**config.mk**
```make
export PLATFORM = sky130hd
export DESIGN_NAME = fit_policy_block_allocator_top
export DESIGN_NICKNAME = d
export VERILOG_FILES = /design/src/hw/rtl/fpba_pkg.sv /design/src/hw/rtl/fpba_ram.sv /design/src/hw/rtl/fpba_cfg.sv /design/src/hw/rtl/fpba_seq.sv /design/src/hw/rtl/fit_policy_block_allocator_top.sv
export SDC_FILE = /design/constraint.sdc
export NUM_CORES = 2
export LEC_CHECK = 0
export ABC_AREA = 1
export BUFFER_PORTS_ARGS = -buffer_cell sky130_fd_sc_hd__clkbuf_2
export CORE_MARGIN = 2
export CORE_UTILIZATION = 40
export CTS_BUF_LIST = sky130_fd_sc_hd__clkbuf_4 sky130_fd_sc_hd__clkbuf_8
export DETAILED_ROUTE_END_ITERATION = 8
export PLACE_DENSITY_LB_ADDON = 0.05
export SYNTH_ARGS = -nofsm -noshare
export SYNTH_HDL_FRONTEND = slang
export SYNTH_HIERARCHICAL = 1
export SYNTH_SLANG_ARGS = --single-unit
```
**constraint.sdc**
```tcl
create_clock -name aclk -period 6 [get_ports aclk]
set_input_delay 0.6 -clock aclk [delete_from_list [all_inputs] [get_ports aclk]]
set_output_delay 0.6 -clock aclk [all_outputs]
set_load 0.02 [all_outputs]
```
**src/hw/rtl/fpba_pkg.sv**
```systemverilog
// Shared types and constants for the fit-policy block allocator.
// Used by fpba_cfg, fpba_seq and the top level under hw/rtl; depends on nothing else.
package fpba_pkg;

    localparam int ARENA_BYTES  = 16384;
    localparam int HEADER_BYTES = 16;
    localparam int MAX_BLOCKS   = 64;

    localparam int IDX_W  = $clog2(MAX_BLOCKS);
    localparam int CNT_W  = $clog2(MAX_BLOCKS + 1);
    localparam int OFF_W  = 14;
    localparam int SIZE_W = 15;
    localparam int END_W  = 17;

    localparam logic [1:0] ST_OK        = 2'd0;
    localparam logic [1:0] ST_NO_GAP    = 2'd1;
    localparam logic [1:0] ST_FULL      = 2'd2;
    localparam logic [1:0] ST_NOT_FOUND = 2'd3;

    localparam logic [1:0] POL_BEST  = 2'd1;
    localparam logic [1:0] POL_WORST = 2'd2;

    localparam logic CMD_FREE = 1'b1;

    typedef struct packed {
        logic [OFF_W-1:0]  offset;
        logic [SIZE_W-1:0] size;
    } entry_t;

    typedef struct packed {
        logic [1:0]        status;
        logic [OFF_W-1:0]  granted;
        logic [SIZE_W-1:0] remaining;
    } result_t;

endpackage

```
**src/hw/rtl/fpba_ram.sv**
```systemverilog
// Generic single-port-write, single-port-read synchronous RAM.
// Read data is registered: it appears in the cycle after rd_en. No dependencies.
module fpba_ram #(
    parameter int DEPTH = 64,
    parameter int WIDTH = 29
) (
    input  logic                     aclk,
    input  logic                     wr_en,
    input  logic [$clog2(DEPTH)-1:0] wr_addr,
    input  logic [WIDTH-1:0]         wr_data,
    input  logic                     rd_en,
    input  logic [$clog2(DEPTH)-1:0] rd_addr,
    output logic [WIDTH-1:0]         rd_data
);

    logic [WIDTH-1:0] mem [DEPTH];
    logic [WIDTH-1:0] rd_data_reg;

    always_ff @(posedge aclk) begin
        if (wr_en) begin
            mem[wr_addr] <= wr_data;
        end
        if (rd_en) begin
            rd_data_reg <= mem[rd_addr];
        end
    end

    assign rd_data = rd_data_reg;

endmodule

```
**src/hw/rtl/fpba_cfg.sv**
```systemverilog
// APB configuration register holding the fit policy.
// Depends on fpba_pkg.
module fpba_cfg
    import fpba_pkg::*;
(
    input  logic        aclk,
    input  logic        aresetn,
    input  logic        psel,
    input  logic        penable,
    input  logic        pwrite,
    input  logic        paddr,
    input  logic [31:0] pwdata,
    output logic [31:0] prdata,
    output logic        pready,
    output logic [1:0]  fit_policy
);

    logic [1:0] policy_reg;

    always_ff @(posedge aclk) begin
        if (!aresetn) begin
            policy_reg <= 2'd0;
        end else if (psel && penable && pwrite && (paddr == 1'b0)) begin
            policy_reg <= pwdata[1:0];
        end
    end

    assign pready     = 1'b1;
    assign prdata     = (paddr == 1'b0) ? {30'd0, policy_reg} : 32'd0;
    assign fit_policy = policy_reg;

endmodule

```
**src/hw/rtl/fpba_seq.sv**
```systemverilog
// Sequencer that scans, shifts and updates the block table in RAM.
// Depends on fpba_pkg and fpba_ram.
module fpba_seq
    import fpba_pkg::*;
(
    input  logic              aclk,
    input  logic              aresetn,
    input  logic [1:0]        fit_policy,
    input  logic              req_valid,
    output logic              req_ready,
    input  logic              req_command,
    input  logic [SIZE_W-1:0] req_size,
    input  logic [OFF_W-1:0]  req_addr,
    output logic              res_valid,
    input  logic              res_ack,
    output result_t           res
);

    typedef enum logic [7:0] {
        S_IDLE = 8'b0000_0001,
        S_SCAN = 8'b0000_0010,
        S_LAST = 8'b0000_0100,
        S_PLAN = 8'b0000_1000,
        S_SHRD = 8'b0001_0000,
        S_SHWR = 8'b0010_0000,
        S_INS  = 8'b0100_0000,
        S_DONE = 8'b1000_0000
    } state_t;

    state_t             state_reg, state_next;
    logic               cmd_reg, cmd_next;
    logic [SIZE_W-1:0]  size_reg, size_next;
    logic [OFF_W-1:0]   addr_reg, addr_next;
    logic [CNT_W-1:0]   count_reg, count_next;
    logic [SIZE_W-1:0]  free_reg, free_next;
    logic [CNT_W-1:0]   rd_idx_reg, rd_idx_next;
    logic               vld_reg, vld_next;
    logic [IDX_W-1:0]   vidx_reg, vidx_next;
    logic [END_W-1:0]   prev_end_reg, prev_end_next;
    logic               found_reg, found_next;
    logic [IDX_W-1:0]   pick_reg, pick_next;
    logic [END_W-1:0]   pick_gap_reg, pick_gap_next;
    logic [END_W-1:0]   pick_end_reg, pick_end_next;
    logic [SIZE_W-1:0]  pick_size_reg, pick_size_next;
    logic [IDX_W-1:0]   sh_idx_reg, sh_idx_next;
    logic [1:0]         status_reg, status_next;
    logic [OFF_W-1:0]   granted_reg, granted_next;

    logic               wr_en, rd_en;
    logic [IDX_W-1:0]   wr_addr, rd_addr;
    entry_t             wr_data, rd_word, ent;

    logic               cand_v;
    logic [IDX_W-1:0]   cand_idx;
    logic [END_W-1:0]   cand_gap, cand_end, cand_lim, need, ent_off, ent_end;
    logic               take;
    logic [CNT_W-1:0]   last_idx;

    fpba_ram #(.DEPTH(MAX_BLOCKS), .WIDTH($bits(entry_t))) u_ram (
        .aclk    (aclk),
        .wr_en   (wr_en),
        .wr_addr (wr_addr),
        .wr_data (wr_data),
        .rd_en   (rd_en),
        .rd_addr (rd_addr),
        .rd_data (rd_word)
    );

    // The sentinel entry is never written; it is forced to read as zero here.
    assign ent      = (vidx_reg == '0) ? '0 : rd_word;
    assign ent_off  = END_W'(ent.offset);
    assign ent_end  = ent_off + END_W'(HEADER_BYTES) + END_W'(ent.size);
    assign need     = END_W'(size_reg) + END_W'(HEADER_BYTES);
    assign last_idx = count_reg - CNT_W'(1);

    always_comb begin
        cand_v   = 1'b0;
        cand_idx = vidx_reg - IDX_W'(1);
        cand_lim = ent_off;
        if (state_reg == S_LAST) begin
            cand_v   = 1'b1;
            cand_idx = last_idx[IDX_W-1:0];
            cand_lim = END_W'(ARENA_BYTES);
        end else if (state_reg == S_SCAN && vld_reg && vidx_reg != '0) begin
            cand_v = 1'b1;
        end
        cand_end = prev_end_reg;
        cand_gap = (cand_lim > prev_end_reg) ? cand_lim - prev_end_reg : '0;
        take = cand_v && (cmd_reg != CMD_FREE) && (cand_gap >= need) &&
               (!found_reg || (fit_policy == POL_BEST && cand_gap < pick_gap_reg) ||
                (fit_policy == POL_WORST && cand_gap > pick_gap_reg));
    end

    always_comb begin
        state_next     = state_reg;
        cmd_next       = cmd_reg;
        size_next      = size_reg;
        addr_next      = addr_reg;
        count_next     = count_reg;
        free_next      = free_reg;
        rd_idx_next    = rd_idx_reg;
        vld_next       = 1'b0;
        vidx_next      = vidx_reg;
        prev_end_next  = prev_end_reg;
        found_next     = found_reg;
        pick_next      = pick_reg;
        pick_gap_next  = pick_gap_reg;
        pick_end_next  = pick_end_reg;
        pick_size_next = pick_size_reg;
        sh_idx_next    = sh_idx_reg;
        status_next    = status_reg;
        granted_next   = granted_reg;
        wr_en          = 1'b0;
        wr_addr        = sh_idx_reg;
        wr_data        = '0;
        rd_en          = 1'b0;
        rd_addr        = rd_idx_reg[IDX_W-1:0];

        if (take) begin
            found_next    = 1'b1;
            pick_next     = cand_idx;
            pick_gap_next = cand_gap;
            pick_end_next = cand_end;
        end

        unique case (state_reg)
            S_IDLE: begin
                if (req_valid) begin
                    cmd_next     = req_command;
                    size_next    = req_size;
                    addr_next    = req_addr;
                    rd_idx_next  = '0;
                    found_next   = 1'b0;
                    status_next  = ST_OK;
                    granted_next = '0;
                    if (req_command != CMD_FREE && count_reg == CNT_W'(MAX_BLOCKS)) begin
                        status_next = ST_FULL;
                        state_next  = S_DONE;
                    end else begin
                        state_next = S_SCAN;
                    end
                end
            end
            S_SCAN: begin
                if (rd_idx_reg < count_reg) begin
                    rd_en       = 1'b1;
                    vld_next    = 1'b1;
                    vidx_next   = rd_idx_reg[IDX_W-1:0];
                    rd_idx_next = rd_idx_reg + CNT_W'(1);
                end
                if (vld_reg) begin
                    prev_end_next = ent_end;
                    if (cmd_reg == CMD_FREE && vidx_reg != '0 && !found_reg &&
                        ent_off + END_W'(HEADER_BYTES) == END_W'(addr_reg)) begin
                        found_next     = 1'b1;
                        pick_next      = vidx_reg;
                        pick_size_next = ent.size;
                    end
                    if ({1'b0, vidx_reg} == last_idx) begin
                        state_next = S_LAST;
                    end
                end
            end
            S_LAST: begin
                state_next = S_PLAN;
            end
            S_PLAN: begin
                if (!found_reg) begin
                    status_next = (cmd_reg == CMD_FREE) ? ST_NOT_FOUND : ST_NO_GAP;
                    state_next  = S_DONE;
                end else if (cmd_reg != CMD_FREE) begin
                    sh_idx_next = count_reg[IDX_W-1:0];
                    state_next  = (count_reg > CNT_W'(pick_reg) + CNT_W'(1)) ? S_SHRD : S_INS;
                end else begin
                    sh_idx_next = pick_reg;
                    if (CNT_W'(pick_reg) + CNT_W'(1) < count_reg) begin
                        state_next = S_SHRD;
                    end else begin
                        count_next = count_reg - CNT_W'(1);
                        free_next  = free_reg + pick_size_reg + SIZE_W'(HEADER_BYTES);
                        state_next = S_DONE;
                    end
                end
            end
            S_SHRD: begin
                rd_en     = 1'b1;
                vidx_next = sh_idx_reg;
                rd_addr   = (cmd_reg != CMD_FREE) ? sh_idx_reg - IDX_W'(1)
                                                  : sh_idx_reg + IDX_W'(1);
                state_next = S_SHWR;
            end
            S_SHWR: begin
                wr_en   = 1'b1;
                wr_addr = sh_idx_reg;
                wr_data = rd_word;
                if (cmd_reg != CMD_FREE) begin
                    sh_idx_next = sh_idx_reg - IDX_W'(1);
                    state_next  = (CNT_W'(sh_idx_reg) > CNT_W'(pick_reg) + CNT_W'(2))
                                  ? S_SHRD : S_INS;
                end else begin
                    sh_idx_next = sh_idx_reg + IDX_W'(1);
                    if (CNT_W'(sh_idx_reg) + CNT_W'(2) < count_reg) begin
                        state_next = S_SHRD;
                    end else begin
                        count_next = count_reg - CNT_W'(1);
                        free_next  = free_reg + pick_size_reg + SIZE_W'(HEADER_BYTES);
                        state_next = S_DONE;
                    end
                end
            end
            S_INS: begin
                wr_en          = 1'b1;
                wr_addr        = pick_reg + IDX_W'(1);
                wr_data.offset = pick_end_reg[OFF_W-1:0];
                wr_data.size   = size_reg;
                count_next     = count_reg + CNT_W'(1);
                free_next      = free_reg - size_reg - SIZE_W'(HEADER_BYTES);
                granted_next   = OFF_W'(pick_end_reg + END_W'(HEADER_BYTES));
                state_next     = S_DONE;
            end
            S_DONE: begin
                if (res_ack) begin
                    state_next = S_IDLE;
                end
            end
            default: begin
                state_next = S_IDLE;
            end
        endcase
    end

    always_ff @(posedge aclk) begin
        if (!aresetn) begin
            state_reg <= S_IDLE;
            count_reg <= CNT_W'(1);
            free_reg  <= SIZE_W'(ARENA_BYTES - HEADER_BYTES);
            vld_reg   <= 1'b0;
            found_reg <= 1'b0;
        end else begin
            state_reg <= state_next;
            count_reg <= count_next;
            free_reg  <= free_next;
            vld_reg   <= vld_next;
            found_reg <= found_next;
        end
    end

    always_ff @(posedge aclk) begin
        cmd_reg       <= cmd_next;
        size_reg      <= size_next;
        addr_reg      <= addr_next;
        rd_idx_reg    <= rd_idx_next;
        vidx_reg      <= vidx_next;
        prev_end_reg  <= prev_end_next;
        pick_reg      <= pick_next;
        pick_gap_reg  <= pick_gap_next;
        pick_end_reg  <= pick_end_next;
        pick_size_reg <= pick_size_next;
        sh_idx_reg    <= sh_idx_next;
        status_reg    <= status_next;
        granted_reg   <= granted_next;
    end

    assign req_ready     = (state_reg == S_IDLE);
    assign res_valid     = (state_reg == S_DONE);
    assign res.status    = status_reg;
    assign res.granted   = granted_reg;
    assign res.remaining = free_reg;

    a_count_range: assert property (@(posedge aclk) disable iff (!aresetn)
        count_reg >= CNT_W'(1) && count_reg <= CNT_W'(MAX_BLOCKS))
        else $error("block count out of range");

    a_sentinel_kept: assert property (@(posedge aclk) disable iff (!aresetn)
        wr_en |-> wr_addr != '0)
        else $error("write to sentinel entry");

    a_count_step: assert property (@(posedge aclk) disable iff (!aresetn)
        (count_reg != $past(count_reg)) |-> $past(state_reg == S_INS ||
            state_reg == S_SHWR || state_reg == S_PLAN))
        else $error("block count changed outside an update");

endmodule

```
**src/hw/rtl/fit_policy_block_allocator_top.sv**
```systemverilog
// Top level of the fit-policy block allocator: stream ports, APB port, result register.
// Depends on fpba_pkg, fpba_cfg and fpba_seq.
// Each request scans the block table in RAM one entry per cycle, then moves entries as needed;
// one transaction is handled at a time, and a new request is taken only in the idle state.
// Reset (aresetn, synchronous, active low) leaves only the sentinel block and first fit.
module fit_policy_block_allocator_top
    import fpba_pkg::*;
(
    input  logic        aclk,
    input  logic        aresetn,
    input  logic        s_axis_tvalid,
    output logic        s_axis_tready,
    input  logic [31:0] s_axis_tdata,   // alloc_size[14:0], release_address[28:15]
    input  logic        s_axis_tuser,   // command
    output logic        m_axis_tvalid,
    input  logic        m_axis_tready,
    output logic [31:0] m_axis_tdata,   // status[1:0], granted_address[15:2], remaining_free[30:16]
    input  logic        psel,
    input  logic        penable,
    input  logic        pwrite,
    input  logic        paddr,
    input  logic [31:0] pwdata,
    output logic [31:0] prdata,
    output logic        pready
);

    logic       policy;
    logic [1:0] fit_policy;
    logic       req_ready, res_valid, res_ack;
    result_t    res;
    logic       out_valid_reg;
    result_t    out_reg;

    fpba_cfg u_cfg (
        .aclk       (aclk),
        .aresetn    (aresetn),
        .psel       (psel),
        .penable    (penable),
        .pwrite     (pwrite),
        .paddr      (paddr),
        .pwdata     (pwdata),
        .prdata     (prdata),
        .pready     (pready),
        .fit_policy (fit_policy)
    );

    fpba_seq u_seq (
        .aclk        (aclk),
        .aresetn     (aresetn),
        .fit_policy  (fit_policy),
        .req_valid   (s_axis_tvalid),
        .req_ready   (req_ready),
        .req_command (s_axis_tuser),
        .req_size    (s_axis_tdata[14:0]),
        .req_addr    (s_axis_tdata[28:15]),
        .res_valid   (res_valid),
        .res_ack     (res_ack),
        .res         (res)
    );

    assign policy  = !out_valid_reg || m_axis_tready;
    assign res_ack = res_valid && policy;

    always_ff @(posedge aclk) begin
        if (!aresetn) begin
            out_valid_reg <= 1'b0;
        end else if (policy) begin
            out_valid_reg <= res_valid;
        end
    end

    always_ff @(posedge aclk) begin
        if (res_ack) begin
            out_reg <= res;
        end
    end

    assign s_axis_tready = req_ready;
    assign m_axis_tvalid = out_valid_reg;
    assign m_axis_tdata  = {1'b0, out_reg.remaining, out_reg.granted, out_reg.status};

endmodule
```
# Word level (Yosys, flattened, before mapping)
# Memories as Yosys holds them, arrays and structs flattened. A register that Yosys moved wholly into a read port is not among the register bits.
# Index checks and enable logic that the tools add are counted.
# totals
register_bits	200
ram_bits	1856
in_bits	73
out_inout_bits	67
word_cells	184
memories	1
# memory_table
name	depth	word_bits	rd	rd_clocked_by_memory_dff	wr	line	text
u_seq.u_ram.mem	64	29	1	1	1	fpba_ram.sv:16	logic [WIDTH-1:0] mem [DEPTH];
# op_classes
addsub	19
order_cmp	9
n_eq_ne	24
n_mux	65
n_bitwise	3
reduce_logical	40
# op_table
cell	count
$mux 15	6
$mux 8	10
$mux 6	11
$pmux 8 s8	1
$mux 7	9
$pmux 29 s2	1
$pmux 15 s3	1
$mux 29	1
$pmux 14 s2	1
$pmux 6 s2	2
$lt 7x7->1	3
$pmux 7 s3	1
$add 17x15->17	1
$eq 17x14->1	1
$ge 17x17->1	1
$gt 15x17->1	1
$gt 17x17->1	1
$lt 17x17->1	1
$mux 17	1
$sub 15x17->17	1
$add 15x5->16 const B	1
$add 14x5->15 const B	1
$add 15x15->15	1
$add 15x5->15 const B	1
44 further kinds	101

# Logic depth before layout (Yosys ltp)
# logic_depth
depth_word	14
mapped_depth	34
depth_no_buf	32

# By module
# The synthesis kept the hierarchy.
# by_module_without_submodules
module	n_inst	cells_each	area_per_inst_um2	seq_area_each_um2
fpba_ram	1	6299	75772.7	56604.3
fpba_seq	1	1640	12936.2	4574.4
fit_policy_block_allocator_top	1	40	993.5	950.9
fpba_cfg	1	56	366.6	40.0

# Worst setup path after synthesis
# OpenSTA, ideal clock, no wires.
# synth_timing
path_type	register to register
start	reg u_seq.state_reg[3]
end	mem u_seq.u_ram.mem[50][0], enable pin
setup_ps	489
t_arrival_ps	4786
required_ps	5511
slack_ps	725
stages_incl_launch_ff	13
n_path_buf	3
period_less_slack_ps	5275
path_cell_list	dfxtp_1 nor2_1 inv_1 nor2_2 nand2_1 inv_1 buf_2 clkbuf_1 nand2_1 o21ai_0 clkbuf_1 inv_1 nor4_1
# synth_between
word_cells_on_any_way	7
cone_classes	eq/ne: 2; mux: 4; reduce/logical: 1
# synth_rtl
item	line	text
start, declared	fpba_seq.sv:30	state_t state_reg, state_next;
start signal, assigned	fpba_seq.sv:240	state_reg <= state_next;
$eq 8x7->1	fpba_seq.sv:126	unique case (state_reg)
$mux 6	fpba_seq.sv:126	
named net u_seq.wr_addr[1]	fpba_seq.sv:50	logic [IDX_W-1:0] wr_addr, rd_addr;
end, declared	fpba_ram.sv:16	
# The timed path passes the listed nets, and every way through them passes these cells.

# Final worst setup path
# layout_timing
start	reg u_seq.vidx_reg[0]
end	reg u_seq.pick_end_reg[13], enable pin
# layout_between
elab_chain_len	10
word_cells_on_any_way	20
cone_classes	add/sub: 1; order compare: 4; mux: 5; reduce/logical: 10
# layout_lines
item	line	text
start, declared	fpba_seq.sv:38	logic [IDX_W-1:0] vidx_reg, vidx_next;
start signal, assigned	fpba_seq.sv:253	vidx_reg <= vidx_next;
$logic_not 6->1 (*)	fpba_seq.sv:70	assign ent = (vidx_reg == '0) ? '0 : rd_word;
$mux 29 (*)	fpba_seq.sv:70	
$mux 15 (*)	fpba_seq.sv:80	if (state_reg == S_LAST) begin
$sub 15x17->17 or $gt 15x17->1 (tied branches)	fpba_seq.sv:88	cand_gap = (cand_lim > prev_end_reg) ? cand_lim - prev_end_reg : '0;
$mux 17 (*)	fpba_seq.sv:88	
named net u_seq.cand_gap[4]	fpba_seq.sv:55	logic [END_W-1:0] cand_gap, cand_end, cand_lim, need, ent_off, ent_end;
$lt 17x17->1	fpba_seq.sv:90	(!found_reg || (fit_policy == POL_BEST && cand_gap < pick_gap_reg) ||
$logic_and 1x1->1	fpba_seq.sv:90	
$logic_or 1x1->1 (2 in series)	fpba_seq.sv:90	
$logic_and 1x1->1 (*)	fpba_seq.sv:89	take = cand_v && (cmd_reg != CMD_FREE) && (cand_gap >= need) &&
end signal, assigned	fpba_seq.sv:257	pick_end_reg <= pick_end_next;
end, declared	fpba_seq.sv:43	logic [END_W-1:0] pick_end_reg, pick_end_next;
# The timed path passes the listed nets; every way through them passes the cells marked *.
# A chain may end at the register's enable or synchronous reset.

==> summary.txt <==
status: complete, no violations
Post-CTS Setup Inserts: 0
Top FF cell, synth: edfxtp_1
final WL: 292000 um
chip height: 479 um
largest family of logic cells by synthesized area: simple AND/OR/NAND/NOR gates
R2R Path End: u_seq/pick_end_reg[13]$_DFFE_PN_
Synth Instances: 8035
Synth Area in XOR/XNOR: 0.774%
final setup margin: 0.546 ns
R2R Setup Slk: 0.55 ns
worst-path fanout max: 31
Endpoint, Worst Hold: u_seq/state_reg[0]$_SDFFE_PN1P_
Site Rows: 174
Synth Area in Simple Gates: 22.1%
hold crit path type: input port to flop
Fmax achieved: 183 MHz
Worst Path Buf+Inv: 4
post-synthesis cell type count: 59
YS warnings: 6
Max stage delay cell, worst path: edfxtp_1
initial core utilization: 40.2%
fillcell total: 21000
min-delay src: aresetn
Max Root-Sink Buffers: 4
worst endpoint required time: 6.74 ns
Post-Synth Adder-Cell Area: 2.28%
initial antenna violation count: 13
Post-synth EDFFs: 2043
drt pass-1 iters: 5
maximum VDD drop: 0.000236 V
Critical Path AT: 6.19 ns
pin count of the biggest net entering global routing: 155
Congestion Overflow GR: 0
Placer Congestion: 0.887
vias in the first global route: 59600
max-capacitance violation count: 0
Slew @ Worst Pin: 1.39 ns
clock skew: 0.0851 ns
initial DRC count: 5714
fin crit period: 5.45 ns
Slew Limit Fails: 0
gr usage total: 25.2%
Tot Pwr: 36200 uW
Chip Width: 479 um
final antenna-violating net count: 0
Tcrit/Tclk final: 90.9%
I/O pin total: 140
total clock sinks: 2084
commonest non-fill, non-tap cells in the layout: nand2_1, edfxtp_1, nand3_1, clkbuf_8, inv_1
worst relative slew slack: 7.07%
mux cell area share after synthesis: 0%
hold depth: 2
commonest non-fill, non-tap cell in the layout: nand2_1
Via-to-Cell Ratio: 5.31
port bufs: 74
FF+latch count, synth: 2084
reg2reg path depth: 30
later-pin clock latency in the skew report: 1.07 ns
vias: 61500
most used cell, CP: nand2_1
share of cells above drive strength 1: 12.1%
CTS tree: yes
Final nets: 8555
reg-to-reg startpoint: u_seq/vidx_reg[0]$_DFFE_PP_
clock transition at the registers of the reported paths: 0.06 ns
synthesized area per cell: 11.2 um2
clock buffer count from CTS: 381
die footprint: 229000 um2
CTS root buffer: clkbuf_8
Critical Path End Type: flop
sequential area share after synthesis: 69.0%
WS Path Type: flop to flop
RSZ-0062 raised after global routing: false
final setup vio count: 0
dpl ws: 0.113 ns
Avg WL per Cell: 25.2 um
HPWL reported at the end of detailed placement: 172000 um
Cell Pwr Density: 353 nW/um2
Compound-Gate Fraction of Synth Area: 1.84%
Fin Setup TNS: 0 ns
crit-path max cell delay: 0.40 ns
Area Growth Syn to Fin: 13.9%
core area: 224000 um2
async set-reset flop share out of synthesis: 0%
drt drc: 0
first-pass GRT wire length: 423000 um
area of the mapped netlist: 90100 um2
CTS H-tree depth: 5
Largest register FFs: 1856
crit path launch type: flop
CP top delay family: simple AND/OR/NAND/NOR gates
LEAKAGE: 0.0373 uW
Fin. Hold Viols: 0
==> report_power, final <==
group	switching, uW	internal, uW
combinational	5220	2000
sequential	109	15900
clock	5860	7090
total	11200	25000
==> timing repair <==
action | 4_1_cts | 5_1_grt
resized for setup | 0 | 6
endpoints found under the hold margin | 37 | 0
hold buffers | 38 | 0
setup endpoints to repair | 0 | 37
==> stage by stage <==
stage | std cells | utilization [%] | instance area [um2] | hold slack [ns]
floorplan | 8066 | - | 90200 | 0.400
global placement | 10900 | 42.4 | 95000 | 0.406
detailed placement | 10900 | 42.4 | 95000 | 0.405
CTS | 11600 | 45.7 | 103000 | 0.129
global route | 11600 | 45.7 | 103000 | 0.154
finish | 11600 | 45.8 | 103000 | 0.213
==> kinds of logic after synthesis <==
family | Yosys count
fa+ha+maj | 161
compound gates | 294
other cells | 4
flops | 2084
buf+inv | 765
xor+xnor | 78
simple gates | 4649
==> layer usage <==
metal  part of all wire (%)  GRT usage [%]  up-vias
met2                     46           40.0     2015
met5                 0.0051              0        -
met3                    6.1           3.96      474
met4                    3.8           9.71        2
li1                       -              -    28600
met1                     44           34.7    30400
==> worst max-delay path by stage <==
stage	cells after the start	slack [ns]	from	end
after floorplan	12	0.72	u_seq/state_reg[3]$_SDFFE_PN0P_	u_seq/u_ram/mem[50][0]$_DFFE_PP_
after global placement	25	0.04	u_seq/vidx_reg[0]$_DFFE_PP_	u_seq/pick_end_reg[4]$_DFFE_PN_
after detailed placement	25	0.11	u_seq/vidx_reg[0]$_DFFE_PP_	u_seq/pick_end_reg[5]$_DFFE_PN_
after CTS	25	0.09	u_seq/vidx_reg[0]$_DFFE_PP_	u_seq/pick_end_reg[13]$_DFFE_PN_
after global routing	30	0.04	u_seq/vidx_reg[0]$_DFFE_PP_	u_seq/pick_end_reg[13]$_DFFE_PN_
final	30	0.55	u_seq/vidx_reg[0]$_DFFE_PP_	u_seq/pick_end_reg[13]$_DFFE_PN_
==> cell type report <==
cell class | instances | area [um2] | area share (%)
flip-flops and latches | 2084 | 62200 | 60.6
multi-input cells | 5217 | 25300 | 24.7
clock buffers | 536 | 6490 | 6.33
well taps | 2992 | 3740 | 3.65
repair buffers | 343 | 3120 | 3.04
inverters | 294 | 1130 | 1.10
clock inverters | 119 | 619 | 0.604
diodes | 9 | 22.5 | 0.0220
==> synth_stat cells (all sizes together) (4+ instances only) <==
master	instances	area [um2]
nand2	2684	10100
o211ai	13	97.6
fa	5	100
buf	401	2230
clkbuf	70	263
ha	156	1950
nor2	203	805
o21ai	115	576
nand3b	6	45.0
conb	4	15.0
o21bai	6	45.0
nor4	14	109
xor2	55	482
inv	291	1090
dfxtp	41	821
edfxtp	2043	61300
a31oi	10	62.6
a211oi	4	30.0
nand3	1666	8370
xnor2	22	193
a21o	5	37.5
o22ai	4	25.0
a21oi	113	577
nand4	35	225
or2	9	56.3
nor3	25	125
o2111ai	7	61.3
Note: power is estimated with default switching activity, not from simulation.
